==> src/tgib_pkg.sv <==
// ----------------------------------------------------------------------------
// tgib_pkg
// Shared sizes, codes and types of the interleaved text glyph blit unit.
// ----------------------------------------------------------------------------
`default_nettype none

package tgib_pkg;

  // Geometry of the glyph store and of the text screen
  localparam int GLYPH_ROWS   = 14;
  localparam int CODE_COUNT   = 256;
  localparam int TEXT_LINES   = 25;
  localparam int TEXT_COLS    = 80;
  localparam int SCREEN_LINES = 348;
  localparam int STORE_DEPTH  = GLYPH_ROWS * CODE_COUNT;

  // Field and internal widths
  localparam int CODE_W  = 8;
  localparam int ROW_W   = 4;
  localparam int PAT_W   = 8;
  localparam int LINE_W  = 5;
  localparam int COL_W   = 7;
  localparam int BANK_W  = 2;
  localparam int BROW_W  = 7;
  localparam int BYTE_W  = 7;
  localparam int PHASE_W = 3;
  localparam int SCAN_W  = 9;
  localparam int ADDR_W  = $clog2(STORE_DEPTH);

  // Kind of an input beat, carried on tuser
  typedef enum logic {
    ACT_LOAD = 1'b0,
    ACT_DRAW = 1'b1
  } action_t;

  // Draw command handed from the input decode to the row sequencer
  typedef struct packed {
    logic [ADDR_W-1:0]  base;   // store address of glyph row zero
    logic [SCAN_W-1:0]  scan;   // first scan line of the cell
    logic [BYTE_W-1:0]  lbyte;  // left byte index
    logic [PHASE_W-1:0] phase;  // column phase, text_col mod 8
  } draw_cmd_t;

  // Tag that travels with one glyph row read
  typedef struct packed {
    logic [SCAN_W-1:0]  scan;
    logic [BYTE_W-1:0]  lbyte;
    logic [PHASE_W-1:0] phase;
    logic               last;
  } row_tag_t;

  // Store address of one glyph row: code*GLYPH_ROWS + row
  function automatic logic [ADDR_W-1:0] glyph_addr(input logic [CODE_W-1:0] code,
                                                   input logic [ROW_W-1:0]  row);
    glyph_addr = ADDR_W'(code) * ADDR_W'(GLYPH_ROWS) + ADDR_W'(row);
  endfunction

endpackage

`default_nettype wire

==> src/tgib_row_seq.sv <==
// ----------------------------------------------------------------------------
// tgib_row_seq
// Walks the glyph rows of one draw, issuing one store read per cycle and
// tracking the read in flight; the next read waits until the output takes it.
// ----------------------------------------------------------------------------
`default_nettype none

module tgib_row_seq (
  input  wire logic                      clk,
  input  wire logic                      rst_n,
  input  wire logic                      start_i,
  input  wire tgib_pkg::draw_cmd_t       cmd_i,
  input  wire logic                      move_i,
  output logic                           busy_o,
  output logic                           rd_en_o,
  output logic [tgib_pkg::ADDR_W-1:0]    rd_addr_o,
  output logic                           s1_valid_o,
  output tgib_pkg::row_tag_t             s1_tag_o
);

  import tgib_pkg::*;

  logic              active_r, active_nxt;
  logic [ADDR_W-1:0] addr_r, addr_nxt;
  logic [ROW_W-1:0]  row_r, row_nxt;
  logic [SCAN_W-1:0] scan_r, scan_nxt;
  logic [BYTE_W-1:0] lbyte_r, lbyte_nxt;
  logic [PHASE_W-1:0] phase_r, phase_nxt;
  logic              s1_valid_r, s1_valid_nxt;
  row_tag_t          s1_tag_r, s1_tag_nxt;
  logic              issue;
  logic              row_last;

  // Issue when the in-flight slot is free or drains this cycle
  assign issue    = active_r && (!s1_valid_r || move_i);
  assign row_last = (row_r == ROW_W'(GLYPH_ROWS - 1)) ||
                    (scan_r == SCAN_W'(SCREEN_LINES - 1));

  // Next-state logic
  always_comb begin
    active_nxt   = active_r;
    addr_nxt     = addr_r;
    row_nxt      = row_r;
    scan_nxt     = scan_r;
    lbyte_nxt    = lbyte_r;
    phase_nxt    = phase_r;
    s1_valid_nxt = s1_valid_r;
    s1_tag_nxt   = s1_tag_r;
    if (move_i) begin
      s1_valid_nxt = 1'b0;
    end
    if (issue) begin
      s1_valid_nxt   = 1'b1;
      s1_tag_nxt.scan  = scan_r;
      s1_tag_nxt.lbyte = lbyte_r;
      s1_tag_nxt.phase = phase_r;
      s1_tag_nxt.last  = row_last;
      addr_nxt = addr_r + ADDR_W'(1);
      row_nxt  = row_r + ROW_W'(1);
      scan_nxt = scan_r + SCAN_W'(1);
      if (row_last) begin
        active_nxt = 1'b0;
      end
    end
    if (start_i) begin
      active_nxt = 1'b1;
      addr_nxt   = cmd_i.base;
      row_nxt    = '0;
      scan_nxt   = cmd_i.scan;
      lbyte_nxt  = cmd_i.lbyte;
      phase_nxt  = cmd_i.phase;
    end
  end

  // Hold control and walk registers
  always_ff @(posedge clk) begin
    if (!rst_n) begin
      active_r   <= 1'b0;
      s1_valid_r <= 1'b0;
    end else begin
      active_r   <= active_nxt;
      s1_valid_r <= s1_valid_nxt;
    end
    addr_r   <= addr_nxt;
    row_r    <= row_nxt;
    scan_r   <= scan_nxt;
    lbyte_r  <= lbyte_nxt;
    phase_r  <= phase_nxt;
    s1_tag_r <= s1_tag_nxt;
  end

  assign busy_o     = active_r;
  assign rd_en_o    = issue;
  assign rd_addr_o  = addr_r;
  assign s1_valid_o = s1_valid_r;
  assign s1_tag_o   = s1_tag_r;

  // A new draw never starts over one still walking its rows
  a_start_idle: assert property (@(posedge clk) disable iff (!rst_n)
    start_i |-> !active_r)
    else $error("draw started while sequencer busy");

  // A read never overwrites a row the output stage has not taken
  a_no_overrun: assert property (@(posedge clk) disable iff (!rst_n)
    rd_en_o |-> (!s1_valid_r || move_i))
    else $error("read issued over pending row");

  // Issuing the final row ends the walk
  a_last_ends: assert property (@(posedge clk) disable iff (!rst_n)
    (issue && row_last && !start_i) |=> !active_r)
    else $error("walk continued past final row");

  // The row counter stays inside the glyph cell
  a_row_range: assert property (@(posedge clk) disable iff (!rst_n)
    active_r |-> (row_r < ROW_W'(GLYPH_ROWS)))
    else $error("glyph row counter out of range");

endmodule

`default_nettype wire

==> config.mk <==
export PLATFORM = sky130hd
export DESIGN_NAME = tgib_row_seq
export DESIGN_NICKNAME = d
export VERILOG_FILES = /design/src/tgib_pkg.sv /design/src/tgib_row_seq.sv
export SDC_FILE = /design/constraint.sdc
export NUM_CORES = 1
export LEC_CHECK = 0
export ABC_CLOCK_PERIOD_IN_PS = 5980
export BUFFER_PORTS_ARGS = -buffer_cell sky130_fd_sc_hd__buf_2
export CORE_AREA = 4 4 72 74
export CTS_BUF_LIST = sky130_fd_sc_hd__clkbuf_16
export DETAILED_ROUTE_END_ITERATION = 6
export DIE_AREA = 0 0 76 78
export PLACE_DENSITY = 0.81
export SYNTH_ARGS = -nofsm -noshare
export SYNTH_HDL_FRONTEND = slang
export SYNTH_SLANG_ARGS = --single-unit
==> constraint.sdc <==
create_clock -name clk -period 5.98 [get_ports clk]
set_input_delay 0.598 -clock clk [delete_from_list [all_inputs] [get_ports clk]]
set_output_delay 0.598 -clock clk [all_outputs]
set_load 0.05 [all_outputs]
==> reports/results.tsv <==
metric	value	unit
synthTopCellsByArea	edfxtp_1, dfxtp_1, nand3_1	
post_cts_resized	0	
netlist_area	2400	µm²
grt-ovfl-total	0	
power_leakage	1.21	nW
place_hpwl	3350	µm
worst_slew_pin_slew	1.06	ns
fin_cells	313	
synth_edf_count	51	
syn2layout_area_growth	28.9	%
ctsHoldBuffers	0	
yosysWarnings	0	
synth.most_common_cell	edfxtp_1	
layout.nets	293	
grt_pass1_wl	7960	µm
slew_headroom	0.294	
h-tree-depth	3	
path_max_fanout	50	
stdcell_area	3090	µm²
power.density	374	nW/µm²
async_flop_share	0	
numPlacedInstances	297	
syn_nets	217	
ys_seq_elements	57	
root_buffer	clkbuf_16	
synth_cell_type_count	33	
rsz0062_at_grt	no	
start_kind	input pin	
worstPathRequired	5.92	ns
clkTransAtPathRegs	0.05	ns
status	finished clean	
start_util	0.521	
fin_skew	0.00391	ns
clk_latency	0.32	ns
whs	0.416	ns
synth_ff_type	edfxtp_1	
netlist_top_cells_count	edfxtp_1, nand2_1, nand3_1, o21ai_0, or4_1	
endpoint_kind	flop	
drt-vias-per-instance	5.69	
synth-seq-area-share	0.689	
die_h	78	µm
port-buffer-count	69	
drt-pass1-iter-count	4	
synth_top_area_cell	edfxtp_1	
final-max-slew-violation-count	0	
design.core.area	4600	µm²
fp.dieW	76	µm
die-area	5930	µm²
drive_gt1_frac	0.363	
antenna_found_initial	0	
fin_setup_tns	0	ns
peakVddDrop	185	µV
placed_cell_area	2800	µm²
drt.antenna.violating_nets	0	
setup_viol	0	
drt_iter0_drc	80	
diodes	0	
yosysTopAreaCellShare	0.639	
post_drt_wl_per_cell	15.6	µm
worstSetupPathType	input pin to flop	
netlist_instances	178	
hp-class	flop to flop	
syn_avg_cell_area	13.5	µm²
fmax	435	MHz
cts_buffer_depth	2	
cts_setup_buffers	0	
grtUsageTotal	0.175	
period_share	0.385	
min_period	2.30	ns
hold_viol	0	
gp_congestion	0.715	
wirelength	4870	µm
n_fill_cell	344	
worst_ep_arrival_time	2.24	ns
pin_count	70	
vias	1780	
grt_pass1_vias	1664	
cts_tree	done	
max_cap_violations	0	
drc	0	
fp-row-count	25	
cts_buffers	9	
numClockSinks	57	
grt_max_degree	51	
## registers in the layout, summed over array words and instances (netlist names)
signal	count
s1_tag_o	20
phase_r	3
s1_valid_o	1
row_r	4
busy_o	1
lbyte_r	7
rd_addr_o	12
scan_r	9
## layout make-up
type,count,area [µm²],area share
timing repair buffer,70,353,0.114
multi-input combinational,109,703,0.228
sequential,57,1650,0.535
inverter,7,26.3,0.00851
clock inverter,7,61.3,0.0199
tap,54,67.6,0.0219
clock buffer,9,225,0.0729
## cell usage in the layout (no fill, tap or decap), types with 2 or more instances in the layout
master     count
buf_2         69
edfxtp_1      51
nand2_1       19
nand3_1       15
or4_1         10
o21ai_0       10
clkbuf_16      9
inv_1          7
o211ai_1       7
dfxtp_1        6
o31ai_1        5
nor2_1         4
a31oi_1        4
a21oi_1        4
ha_1           4
clkinv_2       4
xnor2_1        3
xor2_1         3
nand3_2        2
or4_2          2
mux2_2         2
nand4_1        2
## routing by layer
metal	wire length, µm	vias to the layer above	share of wire	GRT usage
li1	-	854	-	-
met1	2120	837	0.44	0.229
met2	2220	77	0.45	0.243
met3	410	12	0.084	0.0742
met4	123	0	0.025	0.0979
met5	0	-	0	0
## cells by family after synthesis
family	synth area share
compound gates	0.0977
xor+xnor	0.0219
fa+ha+maj	0.0209
buf+inv	0.0198
flops	0.689
mux	0.00940
simple gates	0.141
## stage by stage
step / util / total power [mW] / worst slack [ns]
after global placement: 0.609 / 0.674 / 3.36
after floorplan: - / 0.630 / 2.98
after global routing: 0.672 / 1.20 / 3.46
after CTS: 0.672 / 1.16 / 3.65
after detailed placement: 0.609 / 0.681 / 3.31
final: 0.672 / 1.15 / 3.68
## power breakdown
| part | switching (mW) | internal [mW] |
|---|---|---|
| Clock | 0.164 | 0.316 |
| Combinational | 0.120 | 0.0439 |
| Sequential | 0.0294 | 0.481 |
| Total | 0.313 | 0.841 |
## final timing paths
path / start / end / slack, ns / cells past startpoint
setup reg to reg: busy_o$_SDFFE_PN0P_ / rd_addr_o[3]$_DFFE_PP_ / 4.20 / 2
setup / recovery: start_i / rd_addr_o[3]$_DFFE_PP_ / 3.68 / 3
hold reg to reg: phase_r[0]$_DFFE_PP_ / s1_tag_o[1]$_DFFE_PP_ / 0.42 / 0
hold / removal: phase_r[0]$_DFFE_PP_ / s1_tag_o[1]$_DFFE_PP_ / 0.42 / 0
## worst max-delay path: stages
cell and delay (ns):
buf_2 0.59, inv_1 0.48, o21ai_2 0.55
(Power assumes the default switching activity.)
