## src/tgib_pkg.sv

```systemverilog
// ----------------------------------------------------------------------------
// tgib_pkg
// Shared sizes, codes and types of the interleaved text glyph blit unit.
// ----------------------------------------------------------------------------
`default_nettype none

package tgib_pkg;

  // Geometry of the glyph store and of the text screen
  localparam int GLYPH_ROWS   = 14;
  localparam int CODE_COUNT   = 256;
  localparam int TEXT_LINES   = 25;
  localparam int TEXT_COLS    = 80;
  localparam int SCREEN_LINES = 348;
  localparam int STORE_DEPTH  = GLYPH_ROWS * CODE_COUNT;

  // Field and internal widths
  localparam int CODE_W  = 8;
  localparam int ROW_W   = 4;
  localparam int PAT_W   = 8;
  localparam int LINE_W  = 5;
  localparam int COL_W   = 7;
  localparam int BANK_W  = 2;
  localparam int BROW_W  = 7;
  localparam int BYTE_W  = 7;
  localparam int PHASE_W = 3;
  localparam int SCAN_W  = 9;
  localparam int ADDR_W  = $clog2(STORE_DEPTH);

  // Kind of an input beat, carried on tuser
  typedef enum logic {
    ACT_LOAD = 1'b0,
    ACT_DRAW = 1'b1
  } action_t;

  // Draw command handed from the input decode to the row sequencer
  typedef struct packed {
    logic [ADDR_W-1:0]  base;   // store address of glyph row zero
    logic [SCAN_W-1:0]  scan;   // first scan line of the cell
    logic [BYTE_W-1:0]  lbyte;  // left byte index
    logic [PHASE_W-1:0] phase;  // column phase, text_col mod 8
  } draw_cmd_t;

  // Tag that travels with one glyph row read
  typedef struct packed {
    logic [SCAN_W-1:0]  scan;
    logic [BYTE_W-1:0]  lbyte;
    logic [PHASE_W-1:0] phase;
    logic               last;
  } row_tag_t;

  // Store address of one glyph row: code*GLYPH_ROWS + row
  function automatic logic [ADDR_W-1:0] glyph_addr(input logic [CODE_W-1:0] code,
                                                   input logic [ROW_W-1:0]  row);
    glyph_addr = ADDR_W'(code) * ADDR_W'(GLYPH_ROWS) + ADDR_W'(row);
  endfunction

endpackage

`default_nettype wire

```

## src/tgib_mask_stage.sv

```systemverilog
// ----------------------------------------------------------------------------
// tgib_mask_stage
// Shifts one glyph byte across two framebuffer bytes and holds the result
// beat in the output register.
// ----------------------------------------------------------------------------
`default_nettype none

module tgib_mask_stage (
  input  wire logic                     clk,
  input  wire logic                     rst_n,
  input  wire logic                     s1_valid_i,
  input  wire tgib_pkg::row_tag_t       s1_tag_i,
  input  wire logic [tgib_pkg::PAT_W-1:0] glyph_i,
  output logic                          move_o,
  output logic                          out_tvalid,
  input  wire logic                     out_tready,
  output logic [31:0]                   out_tdata,
  output logic                          out_tlast
);

  import tgib_pkg::*;

  logic                  out_valid_r, out_valid_nxt;
  logic [31:0]           data_r, data_nxt;
  logic                  last_r, last_nxt;
  logic [2*PAT_W-1:0]    wide;
  logic [3:0]            shift;

  // Take the pending row when the output register is free or drains
  assign move_o = s1_valid_i && (!out_valid_r || out_tready);

  // Shift right by column phase plus one across the byte pair
  assign shift = {1'b0, s1_tag_i.phase} + 4'd1;
  assign wide  = {glyph_i, {PAT_W{1'b0}}} >> shift;

  always_comb begin
    out_valid_nxt = out_valid_r;
    data_nxt      = data_r;
    last_nxt      = last_r;
    if (out_valid_r && out_tready) begin
      out_valid_nxt = 1'b0;
    end
    if (move_o) begin
      out_valid_nxt = 1'b1;
      data_nxt = {wide[PAT_W-1:0],
                  wide[2*PAT_W-1:PAT_W],
                  s1_tag_i.lbyte,
                  s1_tag_i.scan[SCAN_W-1:BANK_W],
                  s1_tag_i.scan[BANK_W-1:0]};
      last_nxt = s1_tag_i.last;
    end
  end

  // Hold the result beat
  always_ff @(posedge clk) begin
    if (!rst_n) begin
      out_valid_r <= 1'b0;
    end else begin
      out_valid_r <= out_valid_nxt;
    end
    data_r <= data_nxt;
    last_r <= last_nxt;
  end

  assign out_tvalid = out_valid_r;
  assign out_tdata  = data_r;
  assign out_tlast  = last_r;

endmodule

`default_nettype wire

```

## config.mk

```make
export PLATFORM = sky130hd
export DESIGN_NAME = tgib_mask_stage
export DESIGN_NICKNAME = d
export VERILOG_FILES = /design/src/tgib_pkg.sv /design/src/tgib_mask_stage.sv
export SDC_FILE = /design/constraint.sdc
export NUM_CORES = 1
export LEC_CHECK = 0
export ABC_AREA = 1
export CORE_AREA = 4 4 56 58
export DETAILED_ROUTE_END_ITERATION = 10
export DIE_AREA = 0 0 60 62
export DONT_BUFFER_PORTS = 1
export GPL_ROUTABILITY_DRIVEN = 0
export MAX_ROUTING_LAYER = met4
export PLACE_DENSITY = 0.72
export SYNTH_ARGS = -nofsm -noshare
export SYNTH_HDL_FRONTEND = slang
export SYNTH_SLANG_ARGS = --single-unit
```

## constraint.sdc

```tcl
create_clock -name clk -period 5.4 [get_ports clk]
set_clock_uncertainty 0.05 [all_clocks]
set_input_delay 1.08 -clock clk [delete_from_list [all_inputs] [get_ports clk]]
set_output_delay 1.08 -clock clk [all_outputs]
set_load 0.01 [all_outputs]
```

==> results of run 1 <==
[worst min path at each step]
stage / from / endpoint
2_1_floorplan: out_tvalid$_SDFFE_PN0P_ / out_tvalid$_SDFFE_PN0P_
3_3_place_gp: out_tvalid$_SDFFE_PN0P_ / out_tvalid$_SDFFE_PN0P_
3_5_place_dp: out_tvalid$_SDFFE_PN0P_ / out_tvalid$_SDFFE_PN0P_
4_1_cts: out_tvalid$_SDFFE_PN0P_ / out_tvalid$_SDFFE_PN0P_
5_1_grt: out_tvalid$_SDFFE_PN0P_ / out_tvalid$_SDFFE_PN0P_
6_report: out_tvalid$_SDFFE_PN0P_ / out_tvalid$_SDFFE_PN0P_
[cells in the mapped netlist, types with 2 or more instances]
| cell | instances | area [µm²] |
|---|---|---|
| edfxtp_1 | 32 | 961 |
| nand2_1 | 32 | 120 |
| nand3_1 | 24 | 120 |
| inv_1 | 6 | 22.5 |
| nor2_1 | 6 | 22.5 |
| buf_2 | 4 | 20.0 |
| nand4_1 | 2 | 12.5 |
[critical path, delay by kind of cell]
| kind | cells | cell delay [ns] |
|---|---|---|
| AO/OA/AOI/OAI | 1 | 0.10 |
| buffers and inverters | 2 | 0.42 |
[cells by family after synthesis]
logic type	count (synthesis)	synth area share, %
and+or+nand+nor	66	21.2
other	1	0.278
buffers and inverters	12	4.54
AOI/OAI and AO/OA	3	1.30
DFF	33	72.7
[power groups by stage]
stage	logic, µW	clock network, µW	registers, µW
after floorplan	29.4	0	321
after global placement	31.0	0	324
after detailed placement	31.9	0	325
after CTS	32.0	174	319
after global routing	37.1	186	320
final	32.0	171	318
[area by class of cell]
type | instances | area, µm² | share of cell area [%]
sequential | 33 | 981 | 67.9
clock buffer | 6 | 41.3 | 2.86
tap | 31 | 38.8 | 2.69
multi-input combinational | 70 | 319 | 22.1
timing repair buffer | 1 | 7.51 | 0.520
clock inverter | 2 | 33.8 | 2.34
inverter | 6 | 22.5 | 1.56
[metal layers]
layer,vias up,wire length (µm),global-route usage (%)
li1,406,-,-
met1,386,1010,14.7
met2,68,1050,20.5
met3,4,369,8.88
met4,0,36,6.65
met5,-,0,-
[flip-flops by register name, summed over array words and instances (netlist names)]
signal	flops
out_tdata	31
out_tlast	1
out_tvalid	1
[through the flow]
step	utilization, %	hold WS, ns	std cells	worst slack [ns]
3_3_place_gp	51.4	0.508	141	2.67
2_1_floorplan	-	0.453	115	1.43
6_report	54.2	0.522	149	2.65
5_1_grt	54.2	0.566	149	2.58
3_5_place_dp	51.4	0.513	141	2.64
4_1_cts	54.2	0.528	149	2.64
==> impl_metrics.env, run 1 <==
export IMPL_grt_use_total_pct=14.0
export IMPL_cap_violations=0
export IMPL_clock_power_share_pct=32.8
export IMPL_end_kind="primary output"
export IMPL_p_sw_uw=112
export IMPL_hpwlAfterDp_mm=1.93
export IMPL_fin_nets=149
export IMPL_grt_max_degree=34
export IMPL_vias_per_cell=5.80
export IMPL_period_needed_ns=2.75
export IMPL_via_count=864
export IMPL_cts_root_buf="clkbuf_4"
export IMPL_synth_area_per_cell_um2=11.7
export IMPL_drt_initial_drc_count=39
export IMPL_p_total_uw=521
export IMPL_antenna_found_initial=0
export IMPL_required_ns=4.27
export IMPL_core_area_um2=2660
export IMPL_slowest_delay_ns=0.37
export IMPL_setup_violations=0
export IMPL_min_path_type="reg -> reg"
export IMPL_grt_pass1_vias=762
export IMPL_critPathSlowestCell="buf_4"
export IMPL_path_cells="inv_1 -> a21oi_4 -> buf_4"
export IMPL_tritoncts="done"
export IMPL_drive_gt1_share_pct=6.78
export IMPL_max_freq_mhz=364
export IMPL_drc=0
export IMPL_crit_arrival_ns=1.62
export IMPL_initial_utilization_pct=50.7
export IMPL_reg2reg_depth=2
export IMPL_cts_buffers_inserted=5
export IMPL_crit_type="in -> out"
export IMPL_cts_resized=0
export IMPL_worstReg2RegStart="out_tvalid$_SDFFE_PN0P_"
export IMPL_mappedNetlistArea_um2=1350
export IMPL_clkLatencyLatePin_ns=0.32
export IMPL_synth_warnings=0
export IMPL_syn2layout_area_growth_pct=6.95
export IMPL_die_area_um2=3720
export IMPL_p_per_area_nw_per_um2=361
export IMPL_crit_start="out_tready"
export IMPL_synth_flop_cell="edfxtp_1"
export IMPL_power_internal_uw=408
export IMPL_holdPathStages=2
export IMPL_cts_htree_levels=2
export IMPL_antenna_cells=0
export IMPL_grt_pass1_wl_mm=3.57
export IMPL_power_frac_seq_pct=61.0
export IMPL_synth_cell_type_count=16
export IMPL_pwr_share_comb_pct=6.1
export IMPL_rows=19
export IMPL_die_x_um=60
export IMPL_slew_violations=0
export IMPL_path_max_fanout=33
export IMPL_synth_fp_nets=147
export IMPL_io_pins=67
export IMPL_ant_nets=0
export IMPL_n_fill_cell=234
export IMPL_outcome="finished clean"
export IMPL_clock_sinks=33
export IMPL_postCtsSetupBuffers=0
export IMPL_portBuffers=0
export IMPL_die_h_um=62
export IMPL_first_pass_iters=4
export IMPL_postSynthCellCount=115
export IMPL_clock_path_buffers=2
export IMPL_period_share_pct=50.9
export IMPL_leakage_uw=0.000571
export IMPL_r2r_slack_ns=4.09
export IMPL_placed_area_um2=1370
export IMPL_worstReg2RegEnd="out_tdata[24]$_SDFFCE_PN0P_"
export IMPL_tns_ns=0
export IMPL_clk_pin_slew_ns=0.09
export IMPL_grt_remaining_overflow=0
export IMPL_yosys_register_bits=33
export IMPL_cts_hold_buf=0
export IMPL_vdd_drop_max_uv=212
export IMPL_wl_mm=2.46
export IMPL_wire_per_inst_um=16.5
export IMPL_seq_area_frac_synth_pct=72.7
export IMPL_fin_area_um2=1440
export IMPL_crit_end="move_o"
export IMPL_final_cell_mix="nand2_1, edfxtp_1, nand3_1, inv_1, nor2_1"
export IMPL_start_kind="input pin"
export IMPL_p_sw_share_pct=21.5
export IMPL_rsz0062_at_grt="false"
export IMPL_async_reset_ff_share_pct=0
export IMPL_final_hold_viol_count=0
export IMPL_synth_edf_count=32
No activity file was read; power rests on OpenSTA's default activity.
==> inputs of run 2 (changes only) <==
--- a/config.mk
+++ b/config.mk
@@ -5,14 +5,14 @@
 export SDC_FILE = /design/constraint.sdc
 export NUM_CORES = 1
 export LEC_CHECK = 0
-export ABC_AREA = 1
-export CORE_AREA = 4 4 56 58
+export ABC_AREA = 0
+export CORE_AREA = 4 4 57 59
 export DETAILED_ROUTE_END_ITERATION = 10
-export DIE_AREA = 0 0 60 62
+export DIE_AREA = 0 0 61 63
 export DONT_BUFFER_PORTS = 1
 export GPL_ROUTABILITY_DRIVEN = 0
 export MAX_ROUTING_LAYER = met4
-export PLACE_DENSITY = 0.72
+export PLACE_DENSITY = 0.76
 export SYNTH_ARGS = -nofsm -noshare
 export SYNTH_HDL_FRONTEND = slang
 export SYNTH_SLANG_ARGS = --single-unit
==> constraint.sdc (replaced) <==
create_clock -name clk -period 2.2 [get_ports clk]
set_clock_uncertainty 0.05 [all_clocks]
set_input_delay 0.44 -clock clk [delete_from_list [all_inputs] [get_ports clk]]
set_output_delay 0.44 -clock clk [all_outputs]
set_load 0.01 [all_outputs]
==> run 2 against run 1 <==
Worst setup slack worse by 2.2 ns. Highest routed layer unchanged. Combinational power rose to 2.7 times the previous value. Critical path depth unchanged. Core utilization is 0.53 points higher. Global-route usage increased by 2.0 points. Cell count down 11%. Sequential share of layout area decreased by 1.8 points. Synthesized area increased by 7.0%. Die area up 3.3%. Total power is 120% higher. Non-clock buffer count increased by 1.
==> impl_metrics.env, run 2 <==
export IMPL_outcome="finished clean"
export IMPL_die_area_um2=3840
export IMPL_synth_top_area_share_pct=66.6
export IMPL_syn2layout_area_growth_pct=2.77
export IMPL_wire_per_inst_um=20.9
export IMPL_final_hold_viol_count=0
export IMPL_synth_fa_ha_area_share_pct=0
export IMPL_grt_max_degree=21
export IMPL_die_h_um=63
export IMPL_synth_xor_area_share_pct=0
export IMPL_synth_flop_cell="edfxtp_1"
export IMPL_power_frac_seq_pct=66.5
export IMPL_ant_nets=0
export IMPL_clock_sinks=33
export IMPL_power_internal_uw=904
export IMPL_synth_common_cells="edfxtp_1, nand2_1, mux2i_1, mux2_1"
export IMPL_regArea_um2=981
export IMPL_min_path_type="in -> reg"
export IMPL_p_per_area_nw_per_um2=789
export IMPL_clock_power_share_pct=26.2
export IMPL_synth_edf_count=32
export IMPL_synth_top_family_by_area="multiplexers"
export IMPL_r2r_slack_ns=0.94
export IMPL_grt_remaining_overflow=0
export IMPL_mappedNetlistArea_um2=1440
export IMPL_crit_end="move_o"
export IMPL_synthSimpleGateAreaFrac_pct=8.15
export IMPL_yosys_register_bits=33
export IMPL_cts_root_buf="clkbuf_4"
export IMPL_cts_resized=0
export IMPL_yosys_area_top_type="edfxtp_1"
export IMPL_io_pins=67
export IMPL_wl_met1_mm=1.09
export IMPL_period_needed_ns=1.71
export IMPL_path_cells="nor2b_1 -> nor2b_2 -> buf_4"
export IMPL_first_pass_iters=4
export IMPL_clock_path_buffers=2
export IMPL_grt_use_total_pct=15.9
export IMPL_max_freq_mhz=584
export IMPL_end_kind="primary output"
export IMPL_crit_type="reg -> out"
export IMPL_muxShareOfSynthArea_pct=12.0
export IMPL_setup_violations=0
export IMPL_antenna_found_initial=0
export IMPL_leakage_uw=0.000528
export IMPL_highest_layer="met4"
export IMPL_p_total_uw=1170
export IMPL_start_kind="register"
export IMPL_fin_nets=132
export IMPL_cts_htree_levels=2
export IMPL_drive_gt1_share_pct=13.9
export IMPL_rows=19
export IMPL_postSynthCellCount=98
export IMPL_final_cell_mix="edfxtp_1, nand2_1, mux2i_1, mux2_1, clkbuf_4"
export IMPL_cp_num_cells=3
export IMPL_rsz0062_at_grt="false"
export IMPL_slowest_delay_ns=0.35
export IMPL_path_max_fanout=18
export IMPL_layout_commonest_cell="edfxtp_1"
export IMPL_slew_violations=0
export IMPL_worstReg2RegStart="out_tvalid$_SDFFE_PN0P_"
export IMPL_hp_start="s1_tag_i[8]"
export IMPL_reg2reg_depth=3
export IMPL_tritoncts="done"
export IMPL_postLayoutCoreUtil_pct=54.8
export IMPL_postCtsSetupBuffers=0
export IMPL_route_met2_wl_mm=1.31
export IMPL_cpLargestDelayFamily="flip-flops"
export IMPL_clkLatencyLatePin_ns=0.31
export IMPL_cts_hold_buf=0
export IMPL_worstReg2RegEnd="out_tdata[7]$_DFFE_PP_"
export IMPL_cap_violations=0
export IMPL_multi_input_area_um2=387
export IMPL_portBuffers=0
export IMPL_seq_area_frac_synth_pct=67.9
export IMPL_pwr_share_comb_pct=7.3
export IMPL_synth_fp_nets=130
export IMPL_grt_pass1_wl_mm=4.23
export IMPL_drc=0
export IMPL_hpwlAfterDp_mm=2.07
export IMPL_die_x_um=61
export IMPL_vdd_drop_max_uv=479
export IMPL_drt_initial_drc_count=46
export IMPL_tns_ns=0
export IMPL_clk_pin_slew_ns=0.09
export IMPL_initial_utilization_pct=53.3
export IMPL_via_count=805
export IMPL_crit_buf_inv=1
export IMPL_required_ns=1.71
export IMPL_async_reset_ff_share_pct=0
export IMPL_synth_area_per_cell_um2=14.7
export IMPL_synth_area_leaders="edfxtp_1, mux2i_1, mux2_1"
export IMPL_crit_start="out_tvalid$_SDFFE_PN0P_"
export IMPL_dr_wl_met3_um=331
export IMPL_n_fill_cell=233
export IMPL_antenna_cells=0
export IMPL_vias_per_cell=6.10
export IMPL_synth_cell_type_count=29
export IMPL_synth_compound_area_share_pct=6.24
export IMPL_synth_warnings=0
export IMPL_crit_arrival_ns=1.22
export IMPL_p_sw_share_pct=22.8
export IMPL_grt_pass1_vias=833
export IMPL_period_share_pct=77.9
export IMPL_largest_reg_flops=31
export IMPL_core_area_um2=2710
export IMPL_cts_buffers_inserted=5
export IMPL_critPathSlowestCell="dfxtp_1"
export IMPL_synthMostInstantiatedCell="edfxtp_1"
export IMPL_p_sw_uw=267
export IMPL_wl_mm=2.76
==> run 2: cell count changes in the layout (fill, tap and decap cells not counted), moves of 2 or more <==
cell and change:
nand2_1 -23, mux2_2 +3, mux2i_1 +6, nor2b_1 +3
a21oi_1 +4, nand4_1 -2, mux2_1 +5, clkinv_2 +2
inv_1 -4, o22ai_1 +2, nand3_1 -21, nor2_1 -2
o21a_1 +2
==> run 2: how the worst min path moves through the flow <==
stage	endpoint	slack, ns	depth (start not counted)
final	out_tdata[13]$_DFFE_PP_	0.16	0
after global routing	out_tdata[4]$_DFFE_PP_	0.12	0
after CTS	out_tdata[13]$_DFFE_PP_	0.13	0
after detailed placement	out_tdata[13]$_DFFE_PP_	0.49	0
after global placement	out_tdata[13]$_DFFE_PP_	0.49	0
after floorplan	out_tdata[0]$_DFFE_PP_	0.49	0
==> run 2: layout make-up <==
| cell class | count | area share [%] |
|---|---|---|
| clock buffers | 6 | 2.78 |
| clock inverters | 2 | 0.675 |
| inverters | 3 | 0.759 |
| multi-input cells | 55 | 26.1 |
| flip-flops and latches | 33 | 66.1 |
| well taps | 31 | 2.61 |
| repair buffers | 2 | 1.01 |
==> run 2: through the flow <==
| step | instances | area (µm²) | setup slack, ns | hold slack (ns) |
|---|---|---|---|---|
| CTS | 132 | 1480 | 0.445 | 0.129 |
| global route | 132 | 1480 | 0.389 | 0.115 |
| detailed placement | 124 | 1430 | 0.682 | 0.489 |
| floorplan | 98 | 1450 | 0.278 | 0.489 |
| global placement | 124 | 1430 | 0.701 | 0.489 |
| finish | 132 | 1480 | 0.487 | 0.160 |
==> run 2: kinds of logic (layout without fill, tap and decap cells) <==
family,after synthesis,in the layout
flip-flops,33,33
buffers and inverters,10,13
AND/OR/NAND/NOR,25,25
multiplexers,15,15
AO/OA/AOI/OAI,14,14
other,1,1
==> run 2: power by group through the flow <==
stage,registers [µW],logic (µW),clock network [µW]
2_1_floorplan,788,89.4,0
3_3_place_gp,794,81.4,0
3_5_place_dp,796,84.7,0
4_1_cts,781,85.8,329
5_1_grt,784,95.1,362
6_report,779,85.7,306
==> run 2: routing by layer <==
layer / GRT usage (%) / up-vias
li1: - / 368
met1: 16.8 / 380
met2: 22.5 / 55
met3: 8.06 / 2
met4: 11.4 / 0
met5: - / -
